## src/rtl/core/sync_length_frame_receiver_top_assert.svh

```systemverilog
// Assertion macros used by the frame receiver parser module.
`ifndef SYNC_LENGTH_FRAME_RECEIVER_TOP_ASSERT_SVH
`define SYNC_LENGTH_FRAME_RECEIVER_TOP_ASSERT_SVH

`ifndef SYNTHESIS
`define SLFR_ASSERT(label, prop, msg) \
  label: assert property (@(posedge clk) disable iff (rst) prop) else $error(msg);
`define SLFR_ASSERT_ALWAYS(label, prop, msg) \
  label: assert property (@(posedge clk) prop) else $error(msg);
`else
`define SLFR_ASSERT(label, prop, msg)
`define SLFR_ASSERT_ALWAYS(label, prop, msg)
`endif

`endif

```

## src/rtl/core/slfr_pkg.sv

```systemverilog
`timescale 1ns / 1ps

package slfr_pkg;

  localparam logic [7:0]  SYNC_FIRST_RESET  = 8'hAA;
  localparam logic [7:0]  SYNC_SECOND_RESET = 8'h55;
  localparam logic [16:0] FRAME_LIMIT_RESET = 17'd1024;
  localparam logic [16:0] LIMIT_CAP         = 17'd65536;
  localparam logic [16:0] FRAME_OVERHEAD    = 17'd9;
  localparam logic [15:0] LEN_LO_OFFSET     = 16'd5;
  localparam logic [15:0] LEN_HI_OFFSET     = 16'd6;

  typedef enum logic [1:0] {
    CFG_SYNC_FIRST  = 2'd0,
    CFG_SYNC_SECOND = 2'd1,
    CFG_FRAME_LIMIT = 2'd2
  } cfg_index_t;

  typedef enum logic [1:0] {
    PH_HUNT   = 2'd0,
    PH_LENGTH = 2'd1,
    PH_BODY   = 2'd2
  } phase_t;

  typedef enum logic [1:0] {
    ST_DROP   = 2'd0,
    ST_ACCEPT = 2'd1,
    ST_LAST   = 2'd2,
    ST_REJECT = 2'd3
  } status_t;

  typedef struct packed {
    logic [7:0]  sync_first;
    logic [7:0]  sync_second;
    logic [16:0] frame_limit;
  } cfg_t;

  typedef struct packed {
    logic [7:0]  out_byte;
    logic [15:0] frame_offset;
    status_t     status;
    logic [16:0] total_length;
  } res_t;

endpackage

```

## src/rtl/core/slfr_cfg_regs.sv

```systemverilog
`timescale 1ns / 1ps

module slfr_cfg_regs (
  input  logic              clk,
  input  logic              rst,
  input  logic              cfg_wr_en,
  input  logic [1:0]        cfg_index,
  input  logic [16:0]       cfg_data,
  output slfr_pkg::cfg_t    cfg
);

  always_ff @(posedge clk) begin
    if (rst) begin
      cfg.sync_first  <= slfr_pkg::SYNC_FIRST_RESET;
      cfg.sync_second <= slfr_pkg::SYNC_SECOND_RESET;
      cfg.frame_limit <= slfr_pkg::FRAME_LIMIT_RESET;
    end else if (cfg_wr_en) begin
      case (cfg_index)
        slfr_pkg::CFG_SYNC_FIRST: begin
          cfg.sync_first <= cfg_data[7:0];
        end
        slfr_pkg::CFG_SYNC_SECOND: begin
          cfg.sync_second <= cfg_data[7:0];
        end
        slfr_pkg::CFG_FRAME_LIMIT: begin
          cfg.frame_limit <= cfg_data;
        end
        default: begin
        end
      endcase
    end
  end

endmodule

```

## src/rtl/core/slfr_in_reg.sv

```systemverilog
`timescale 1ns / 1ps

module slfr_in_reg (
  input  logic       clk,
  input  logic       rst,
  input  logic       s_tvalid,
  output logic       s_tready,
  input  logic [7:0] s_tdata,   // rx_byte[7:0]
  input  logic       take,
  output logic       valid,
  output logic [7:0] rx_byte
);

  assign s_tready = !valid || take;

  always_ff @(posedge clk) begin
    if (rst) begin
      valid <= 1'b0;
    end else if (s_tvalid && s_tready) begin
      valid <= 1'b1;
    end else if (take) begin
      valid <= 1'b0;
    end
  end

  always_ff @(posedge clk) begin
    if (s_tvalid && s_tready) begin
      rx_byte <= s_tdata;
    end
  end

endmodule

```

## src/rtl/core/slfr_parser.sv

```systemverilog
`timescale 1ns / 1ps

module slfr_parser (
  input  logic           clk,
  input  logic           rst,
  input  slfr_pkg::cfg_t cfg,
  input  logic           fire,
  input  logic [7:0]     rx_byte,
  output slfr_pkg::res_t res
);

  slfr_pkg::phase_t phase;
  slfr_pkg::phase_t phase_next;
  logic [15:0]      byte_count;
  logic [15:0]      byte_count_next;
  logic [7:0]       length_low_byte;
  logic [7:0]       length_low_byte_next;
  logic [16:0]      expected_total;
  logic [16:0]      expected_total_next;

  logic [16:0]      limit;
  logic             bound_hit;
  slfr_pkg::phase_t cur_phase;
  logic [15:0]      cur_count;
  logic [16:0]      cur_expected;
  logic [15:0]      count_inc;
  logic [16:0]      hdr_total;
  logic             too_long;
  logic             body_done;
  logic             match_first;
  logic             match_second;
  slfr_pkg::status_t status;
  logic [16:0]      total_out;

  // The byte count is checked against the limit before the byte is handled.
  assign limit        = (cfg.frame_limit > slfr_pkg::LIMIT_CAP) ? slfr_pkg::LIMIT_CAP
                                                                 : cfg.frame_limit;
  assign bound_hit    = ({1'b0, byte_count} >= limit);
  assign cur_phase    = bound_hit ? slfr_pkg::PH_HUNT : phase;
  assign cur_count    = bound_hit ? 16'd0 : byte_count;
  assign cur_expected = bound_hit ? 17'd0 : expected_total;
  assign count_inc    = cur_count + 16'd1;
  assign hdr_total    = slfr_pkg::FRAME_OVERHEAD + {9'd0, length_low_byte}
                        + {1'b0, rx_byte, 8'd0};
  assign too_long     = (hdr_total >= limit);
  assign body_done    = ({1'b0, count_inc} == cur_expected);
  assign match_first  = (rx_byte == cfg.sync_first);
  assign match_second = (rx_byte == cfg.sync_second);

  always_comb begin
    phase_next           = cur_phase;
    byte_count_next      = cur_count;
    length_low_byte_next = length_low_byte;
    expected_total_next  = cur_expected;
    case (cur_phase)
      slfr_pkg::PH_LENGTH: begin
        byte_count_next = count_inc;
        if (cur_count == slfr_pkg::LEN_LO_OFFSET) begin
          length_low_byte_next = rx_byte;
        end else if (cur_count == slfr_pkg::LEN_HI_OFFSET) begin
          if (too_long) begin
            phase_next          = slfr_pkg::PH_HUNT;
            byte_count_next     = 16'd0;
            expected_total_next = 17'd0;
          end else begin
            phase_next          = slfr_pkg::PH_BODY;
            expected_total_next = hdr_total;
          end
        end
      end
      slfr_pkg::PH_BODY: begin
        byte_count_next = count_inc;
        if (body_done) begin
          phase_next          = slfr_pkg::PH_HUNT;
          byte_count_next     = 16'd0;
          expected_total_next = 17'd0;
        end
      end
      default: begin
        phase_next = slfr_pkg::PH_HUNT;
        if (cur_count == 16'd0) begin
          byte_count_next = match_first ? 16'd1 : 16'd0;
        end else if (match_second) begin
          phase_next      = slfr_pkg::PH_LENGTH;
          byte_count_next = 16'd2;
        end else begin
          byte_count_next     = 16'd0;
          expected_total_next = 17'd0;
        end
      end
    endcase
  end

  always_comb begin
    status    = slfr_pkg::ST_ACCEPT;
    total_out = 17'd0;
    case (cur_phase)
      slfr_pkg::PH_LENGTH: begin
        if (cur_count == slfr_pkg::LEN_HI_OFFSET) begin
          total_out = hdr_total;
          status    = too_long ? slfr_pkg::ST_REJECT : slfr_pkg::ST_ACCEPT;
        end
      end
      slfr_pkg::PH_BODY: begin
        total_out = cur_expected;
        status    = body_done ? slfr_pkg::ST_LAST : slfr_pkg::ST_ACCEPT;
      end
      default: begin
        if (cur_count == 16'd0) begin
          status = match_first ? slfr_pkg::ST_ACCEPT : slfr_pkg::ST_DROP;
        end else begin
          status = match_second ? slfr_pkg::ST_ACCEPT : slfr_pkg::ST_DROP;
        end
      end
    endcase
  end

  assign res.out_byte     = rx_byte;
  assign res.frame_offset = cur_count;
  assign res.status       = status;
  assign res.total_length = total_out;

  always_ff @(posedge clk) begin
    if (rst) begin
      phase           <= slfr_pkg::PH_HUNT;
      byte_count      <= 16'd0;
      length_low_byte <= 8'd0;
      expected_total  <= 17'd0;
    end else if (fire) begin
      phase           <= phase_next;
      byte_count      <= byte_count_next;
      length_low_byte <= length_low_byte_next;
      expected_total  <= expected_total_next;
    end
  end

`include "sync_length_frame_receiver_top_assert.svh"

  `SLFR_ASSERT(a_hunt_count_small, (phase == slfr_pkg::PH_HUNT) |-> (byte_count <= 16'd1), "byte count too large while hunting")
  `SLFR_ASSERT(a_body_below_total, (phase == slfr_pkg::PH_BODY) |-> ({1'b0, byte_count} < expected_total), "body count reached expected total")
  `SLFR_ASSERT(a_reject_restarts, (fire && status == slfr_pkg::ST_REJECT) |=> (phase == slfr_pkg::PH_HUNT && byte_count == 16'd0), "rejected frame did not restart hunting")
  `SLFR_ASSERT(a_last_matches_total, (fire && status == slfr_pkg::ST_LAST) |-> ({1'b0, cur_count} + 17'd1 == total_out), "last byte offset disagrees with total")

endmodule

```

## src/rtl/core/slfr_out_reg.sv

```systemverilog
`timescale 1ns / 1ps

module slfr_out_reg (
  input  logic           clk,
  input  logic           rst,
  input  logic           load,
  input  slfr_pkg::res_t res,
  output logic           load_ready,
  output logic           m_tvalid,
  input  logic           m_tready,
  output logic [47:0]    m_tdata,   // out_byte[7:0], frame_offset[15:0], total_length[16:0], zero pad
  output logic [1:0]     m_tuser    // status[1:0]
);

  assign load_ready = !m_tvalid || m_tready;

  always_ff @(posedge clk) begin
    if (rst) begin
      m_tvalid <= 1'b0;
    end else if (load) begin
      m_tvalid <= 1'b1;
    end else if (m_tready) begin
      m_tvalid <= 1'b0;
    end
  end

  always_ff @(posedge clk) begin
    if (load) begin
      m_tdata <= {7'd0, res.total_length, res.frame_offset, res.out_byte};
      m_tuser <= res.status;
    end
  end

endmodule

```

## src/rtl/core/sync_length_frame_receiver_top.sv

```systemverilog
`timescale 1ns / 1ps

// Byte-serial deframer for frames that open with a two-byte sync header and
// carry a little-endian payload length at frame offsets 5 and 6.
// Received bytes enter on the slave stream, one byte per transaction in
// s_tdata. Every byte yields exactly one result transaction on the master
// stream: the byte, its frame offset and the total frame length in m_tdata,
// and its status (dropped, accepted, last of frame, rejected) in m_tuser.
// The sync bytes and frame length limit go in through the configuration port;
// the user must write them only with no byte in flight; the block does not check.
// A result passes from the input register through the parser logic into the
// output register, which presents it on m_tvalid. Throughput is one byte per
// cycle while m_tready stays high, set by the single parser stage between the
// input register and the output register.
// When the receiver deasserts m_tready the output register holds its result,
// the input register takes one more byte only if it is empty, and s_tready
// then drops until the output register is drained.
// Reset clears both registers' valid flags, returns the parser to header
// hunting and restores the default configuration.
module sync_length_frame_receiver_top (
  input  logic        clk,
  input  logic        rst,
  input  logic        s_tvalid,
  output logic        s_tready,
  input  logic [7:0]  s_tdata,    // rx_byte[7:0]
  output logic        m_tvalid,
  input  logic        m_tready,
  output logic [47:0] m_tdata,    // out_byte[7:0], frame_offset[15:0], total_length[16:0], zero pad
  output logic [1:0]  m_tuser,    // status[1:0]
  input  logic        cfg_wr_en,
  input  logic [1:0]  cfg_index,
  input  logic [16:0] cfg_data
);

  slfr_pkg::cfg_t cfg;
  slfr_pkg::res_t res;
  logic           in_valid;
  logic [7:0]     rx_byte;
  logic           load_ready;
  logic           fire;

  assign fire = in_valid && load_ready;

  slfr_cfg_regs u_cfg_regs (
    .clk       (clk),
    .rst       (rst),
    .cfg_wr_en (cfg_wr_en),
    .cfg_index (cfg_index),
    .cfg_data  (cfg_data),
    .cfg       (cfg)
  );

  slfr_in_reg u_in_reg (
    .clk      (clk),
    .rst      (rst),
    .s_tvalid (s_tvalid),
    .s_tready (s_tready),
    .s_tdata  (s_tdata),
    .take     (fire),
    .valid    (in_valid),
    .rx_byte  (rx_byte)
  );

  slfr_parser u_parser (
    .clk     (clk),
    .rst     (rst),
    .cfg     (cfg),
    .fire    (fire),
    .rx_byte (rx_byte),
    .res     (res)
  );

  slfr_out_reg u_out_reg (
    .clk        (clk),
    .rst        (rst),
    .load       (fire),
    .res        (res),
    .load_ready (load_ready),
    .m_tvalid   (m_tvalid),
    .m_tready   (m_tready),
    .m_tdata    (m_tdata),
    .m_tuser    (m_tuser)
  );

endmodule
```

## config.mk

```make
export PLATFORM = sky130hd
export DESIGN_NAME = sync_length_frame_receiver_top
export DESIGN_NICKNAME = d
export VERILOG_FILES = /design/src/rtl/core/slfr_pkg.sv /design/src/rtl/core/slfr_cfg_regs.sv /design/src/rtl/core/slfr_in_reg.sv /design/src/rtl/core/slfr_parser.sv /design/src/rtl/core/slfr_out_reg.sv /design/src/rtl/core/sync_length_frame_receiver_top.sv
export VERILOG_INCLUDE_DIRS = /design/src /design/src/rtl/core
export SDC_FILE = /design/constraint.sdc
export NUM_CORES = 1
export LEC_CHECK = 0
export BUFFER_PORTS_ARGS = -buffer_cell sky130_fd_sc_hd__buf_2
export CORE_ASPECT_RATIO = 0.7
export CORE_MARGIN = 4
export CORE_UTILIZATION = 49
export CTS_CLUSTER_DIAMETER = 150
export DETAILED_ROUTE_END_ITERATION = 8
export MAX_ROUTING_LAYER = met4
export PLACE_DENSITY = 0.69
export SYNTH_ARGS = -nofsm -noshare
export SYNTH_HDL_FRONTEND = slang
export SYNTH_SLANG_ARGS = --single-unit
```

## constraint.sdc

```tcl
create_clock -name clk -period 6.95 [get_ports clk]
set_input_delay 1.39 -clock clk [delete_from_list [all_inputs] [get_ports clk]]
set_output_delay 1.39 -clock clk [all_outputs]
set_load 0.05 [all_outputs]
```

Yosys cells after proc, flatten, opt, wreduce, memory -nomap -nowiden
Cells that the tools add are included.

Bits in registers: 129. Bits in latches: 0. Memory bits (writable): 0. ROM bits: 0. Input bits: 32. Word-level logic and storage cells: 79. Memories kept: 0.

Add/subtract/negate cells: 3. Multipliers: 0. Div/mod/pow operators: 0. Order comparisons: 3. Equality and inequality tests: 9. Shifts and indexed selects: 0. Mux-type cells: 38. Bitwise gates (word level): 0. Reductions and logical operators: 14.

Operator list (number): $mux 17 (9); $mux 16 (6); $pmux 17 s2 (2); $eq 16x3->1 const B (2); $pmux 16 s2 (1); $mux 2 (11); $add 17x16->17 (1); $eq 16x17->1 (1); $ge 16x17->1 (1); $ge 17x17->1 (1); $gt 17x17->1 const B (1); $add 16x1->16 const B (1); $eq 8x8->1 (2); $logic_not 16->1 (1); $add 4x8->9 const A (1); $pmux 2 s2 (2); $mux 1 (7); $reduce_and 2->1 (3); $eq 2x1->1 const B (2); $eq 2x2->1 const B (2); $reduce_bool 2->1 (2); $reduce_and 3->1 (1); $logic_and 1x1->1 (2); $logic_not 1->1 (2); other kinds (2) (3).

Depth between registers and ports, before layout
Depth in word-level cells: 9. Depth in mapped cells: 24. Depth with buffers taken out: 19.

Hierarchy
From an unflattened synthesis, not the netlist that was laid out.

Cell total of the unflattened synthesis: 814. Area, all modules: 7686.1 um^2.

Modules (own cells, without submodules): slfr_parser (times used 1, cells each 606, area each 4576.9 um^2, sequential area each 860.8 um^2); slfr_cfg_regs (times used 1, cells each 139, area each 1413.9 um^2, sequential area each 660.6 um^2); slfr_out_reg (times used 1, cells each 55, area each 1393.8 um^2, sequential area each 1311.3 um^2); slfr_in_reg (times used 1, cells each 13, area each 295.3 um^2, sequential area each 260.2 um^2); sync_length_frame_receiver_top (times used 1, cells each 1, area each 6.3 um^2, sequential area each 0.0 um^2).

Least setup slack after synthesis
OpenSTA, ideal clock, no wires.

Path kind: flip-flop to flip-flop. Start point: reg u_cfg_regs.cfg[3] (netlist name). End point: reg u_parser.expected_total[8]. Arrival time: 4971 ps. Data required time: 6828 ps. Path slack: 1857 ps. Cell stages (with the launch flop): 25. Buffers on the path: 5. Cell sequence: dfxtp_1 -> nor4_1 -> a41o_1 -> clkbuf_1 -> nand2_1 -> ha_1 -> a21o_1 -> a21oi_1 -> nor2_1 -> and4b_1 -> clkbuf_1 -> clkbuf_1 -> nand2_1 -> inv_1 -> ha_1 -> nand3_2 -> or4_1 -> buf_2 -> xor2_1 -> o21ai_0 -> nor4_2 -> nand4_1 -> a41o_2 -> buf_6 -> a221o_1.

RTL lines: to (signal assigned) (RTL line slfr_parser.sv:133) `expected_total <= expected_total_next;`; to (decl) (RTL line slfr_parser.sv:18) `logic [16:0] expected_total;`.

==> flow_metrics.py <==
metrics = {
    "die": {
        "start_util_pct": 50.1,
        "design.die.area_mm2": 0.0172,
        "die_y_um": 111,
        "die_x_um": 155,
        "coreArea_mm2": 0.0148,
        "rows": 37,
        "boundaryPins": 84,
    },
    "placed_design": {
        "port_buffers": 76,
        "routabilityCongestion": 0.959,
        "dp_hpwl_um": 15500,
    },
    "timing": {
        "max_freq_ghz": 0.168,
        "min_period_ps": 5960,
        "setup_viol": 0,
        "rsz0062_at_grt": "false",
        "hold_violations": 0,
        "finalSetupTns_ps": 0,
        "slew_viol_final": 0,
        "worstMarginPinSlew_ps": 1240,
        "slew_headroom_pct": 16.9,
        "final.period_utilization_pct": 85.7,
        "fin_skew_ps": 11.6,
    },
    "critical_path": {
        "slowest_stage": "and4b_1",
        "critPathMaxFanout": 23,
        "cp-start-kind": "register",
        "critical_path.n_buffers_inverters": 1,
        "crit_chain": "nor4_1, a41o_1, nand2_1, ha_1, a21oi_1, o21ai_0, nand2b_1, and4b_1, nand2_1, inv_1, ha_1, nand3_2, or4_1, xnor2_1, and4_1, a31o_1, a21oi_2, a221o_1",
        "reg2regPathDepth": 18,
        "slowest_delay_ps": 710,
        "required_ps": 7260,
        "endpoint_kind": "register",
        "worstSetupPathType": "reg -> reg",
        "arrival_ps": 6260,
        "crit_family": "simple AND/OR/NAND/NOR gates",
        "crit_cells": 18,
    },
    "grt": {
        "gr-usage-met2_pct": 34.7,
        "groute.usage.overall_pct": 26.1,
        "antenna_found_initial": 0,
        "grt_pass1_vias": 6205,
        "met3_usage_pct": 6.55,
        "grtUsageMet1_pct": 39.0,
        "grt_pass1_wl_um": 34500,
        "grt_overflow": 0,
        "grt.busiest_layer": "met1",
        "grt_max_degree": 40,
    },
    "cells_and_area": {
        "areaGrowthSynthToFinish_pct": 13.5,
        "fin_util_pct": 56.9,
        "insertedDiodeCount": 0,
        "n_fill_cell": 1308,
        "nets": 915,
        "drive_gt1_share_pct": 15.0,
    },
    "drt": {
        "num_vias": 6377,
        "viasPerCell": 6.08,
        "drtIter0Drc": 542,
        "dr.pass1.iters": 5,
        "wl_per_cell_um": 20.5,
        "drc_errors": 0,
        "antenna_left": 0,
        "wl_um": 21500,
    },
    "synth": {
        "yosys.cell_types.count": 63,
        "synthesis.area_mm2": 0.00741,
        "synthCells": 791,
        "ys.flop_type": "dfxtp_1",
        "synth-edff-count": 51,
        "yosysWarnings": 0,
        "synth-seq-cells": 129,
        "yosysSeqAreaShare_pct": 41.8,
        "post_synth.cell_area_avg_um2": 9.36,
        "ys_async_sr_fraction_pct": 0,
    },
    "cts": {
        "cts-root-buf": "clkbuf_16",
        "clk_latency_ps": 430,
        "cts_setup_buffers": 0,
        "clockBufferDepth": 2,
        "cts_tree": "done",
        "clkSlewWorstSetupHoldPaths_ps": 60,
        "htreeDepth": 4,
        "postCtsHoldBufs": 0,
        "cts_resized": 0,
        "cts_sinks": 129,
        "numCtsBuffers": 17,
    },
    "power_and_ir_drop": {
        "p_clk_share_pct": 47.9,
        "switching_share_pct": 26.6,
        "power_frac_comb_pct": 9.7,
        "p_sw_uw": 520,
        "p_per_area_mw_per_mm2": 232,
        "pwr-share-seq_pct": 42.4,
        "ir_worst_vdd_v": 0.000165,
        "p_int_mw": 1.43,
        "p_leak_nw": 3.29,
    },
    "worst_hold_path": {
        "min_path_cells": 2,
        "hold_class": "reg -> reg",
    },
    "outcome": {
        "status": "complete, no violations",
    },
    "job": {
        "drv_cap": 0,
    },
}
logic make-up after synthesis:
| kind of cell | synth area share (%) |
|---|---|
| compound gates | 15.0 |
| xor+xnor | 6.15 |
| fa+ha+maj | 7.10 |
| buf+inv | 4.93 |
| flops | 41.8 |
| mux | 2.30 |
| other cells | 0.0506 |
| simple gates | 22.7 |
final cells by class:
type                    count  area, µm²  area share [%]
well taps                 195        244            2.90
flip-flops and latches    129       3090            36.8
multi-input cells         592       3970            47.2
repair buffers             81        418            4.97
inverters                  20       75.1           0.893
clock inverters            14        180            2.14
clock buffers              18        429            5.10
cells in the final DEF (no fill, tap or decap), types with 6 or more instances in the layout:
cell / netlist / layout
a22oi_1: 17 / 17
nand3_1: 8 / 8
and2_1: 34 / 34
nor4_1: 12 / 12
inv_1: 19 / 19
conb_1: 1 / 7
a221o_1: 20 / 20
nor3_1: 12 / 12
ha_1: 42 / 42
a21o_1: 11 / 11
nor2b_1: 24 / 24
nor2_1: 71 / 71
a221oi_1: 10 / 10
edfxtp_1: 51 / 51
dfxtp_1: 78 / 78
o21ai_0: 19 / 19
clkbuf_16: 0 / 17
xnor2_1: 40 / 40
buf_2: 9 / 76
a211o_1: 10 / 10
nand4_1: 20 / 20
or3_1: 6 / 6
a21oi_1: 30 / 30
nand2_1: 94 / 94
xor2_1: 12 / 12
and3_1: 6 / 6
mux2i_1: 17 / 17
power by group through the flow:
stage | Clock (mW) | Sequential, mW | Combinational [mW]
after floorplan | 0 | 0.874 | 0.103
after global placement | 0 | 0.842 | 0.182
after detailed placement | 0 | 0.843 | 0.186
after CTS | 0.942 | 0.827 | 0.187
after global routing | 0.980 | 0.829 | 0.205
final | 0.934 | 0.827 | 0.189
metrics by stage:
step	cell area [µm²]	hold WS, ps	power (mW)	std cells	worst slack [ps]
3_5_place_dp	7800	466	1.03	1017	1180
6_report	8410	477	1.95	1049	992
3_3_place_gp	7800	458	1.02	1017	1420
5_1_grt	8410	500	2.01	1049	605
4_1_cts	8410	476	1.96	1049	1180
2_1_floorplan	7430	424	0.977	797	1860
sequential cells by signal, summed over array words and instances (netlist names):
name                      count
u_out_reg.m_tdata            41
u_cfg_regs.cfg               33
u_parser.expected_total      17
u_parser.byte_count          16
u_in_reg.rx_byte              8
u_parser.length_low_byte      8
u_out_reg.m_tuser             2
u_parser.phase                2
u_in_reg.valid                1
u_out_reg.m_tvalid            1
synthesized netlist by cell type, drive strengths merged, types with 13 or more instances:
cell type | count | area share, %
nor4 | 13 | 1.2
a21oi | 31 | 2.1
a221o | 20 | 2.7
mux2i | 17 | 2.3
and2 | 34 | 2.9
edfxtp | 51 | 21
buf | 26 | 2.4
nor2b | 24 | 2.0
nor2 | 71 | 3.6
nand4 | 20 | 1.7
o21ai | 19 | 1.3
inv | 19 | 0.96
nand2 | 94 | 4.8
xnor2 | 40 | 4.7
a22oi | 17 | 1.7
clkbuf | 30 | 1.5
ha | 42 | 7.1
nor3 | 13 | 0.95
dfxtp | 78 | 21
final timing paths:
path                                                     start  slack, ps                             endpoint
worst max-delay path            u_cfg_regs.cfg[1]$_SDFFE_PP0P_        990  u_parser.byte_count[2]$_SDFFE_PP0P_
worst min-delay path            u_cfg_regs.cfg[0]$_SDFFE_PP0P_        480       u_cfg_regs.cfg[0]$_SDFFE_PP0P_
worst max register to register  u_cfg_regs.cfg[1]$_SDFFE_PP0P_        990  u_parser.byte_count[2]$_SDFFE_PP0P_
worst min register to register  u_cfg_regs.cfg[0]$_SDFFE_PP0P_        480       u_cfg_regs.cfg[0]$_SDFFE_PP0P_
per-layer routing:
metal	wire length [µm]	share of wire, %	up-vias
li1	-	-	2957
met3	2340	11	33
met5	0	0	-
met1	9980	46	3051
met4	420	2.0	0
met2	8750	41	336
worst min-delay path: cells and delay by family, from the launching register on:
family	cells	cell delay, ps
flops	1	310
compound gates	1	60
simple gates	1	60
Note: power is estimated with default switching activity, not from simulation.
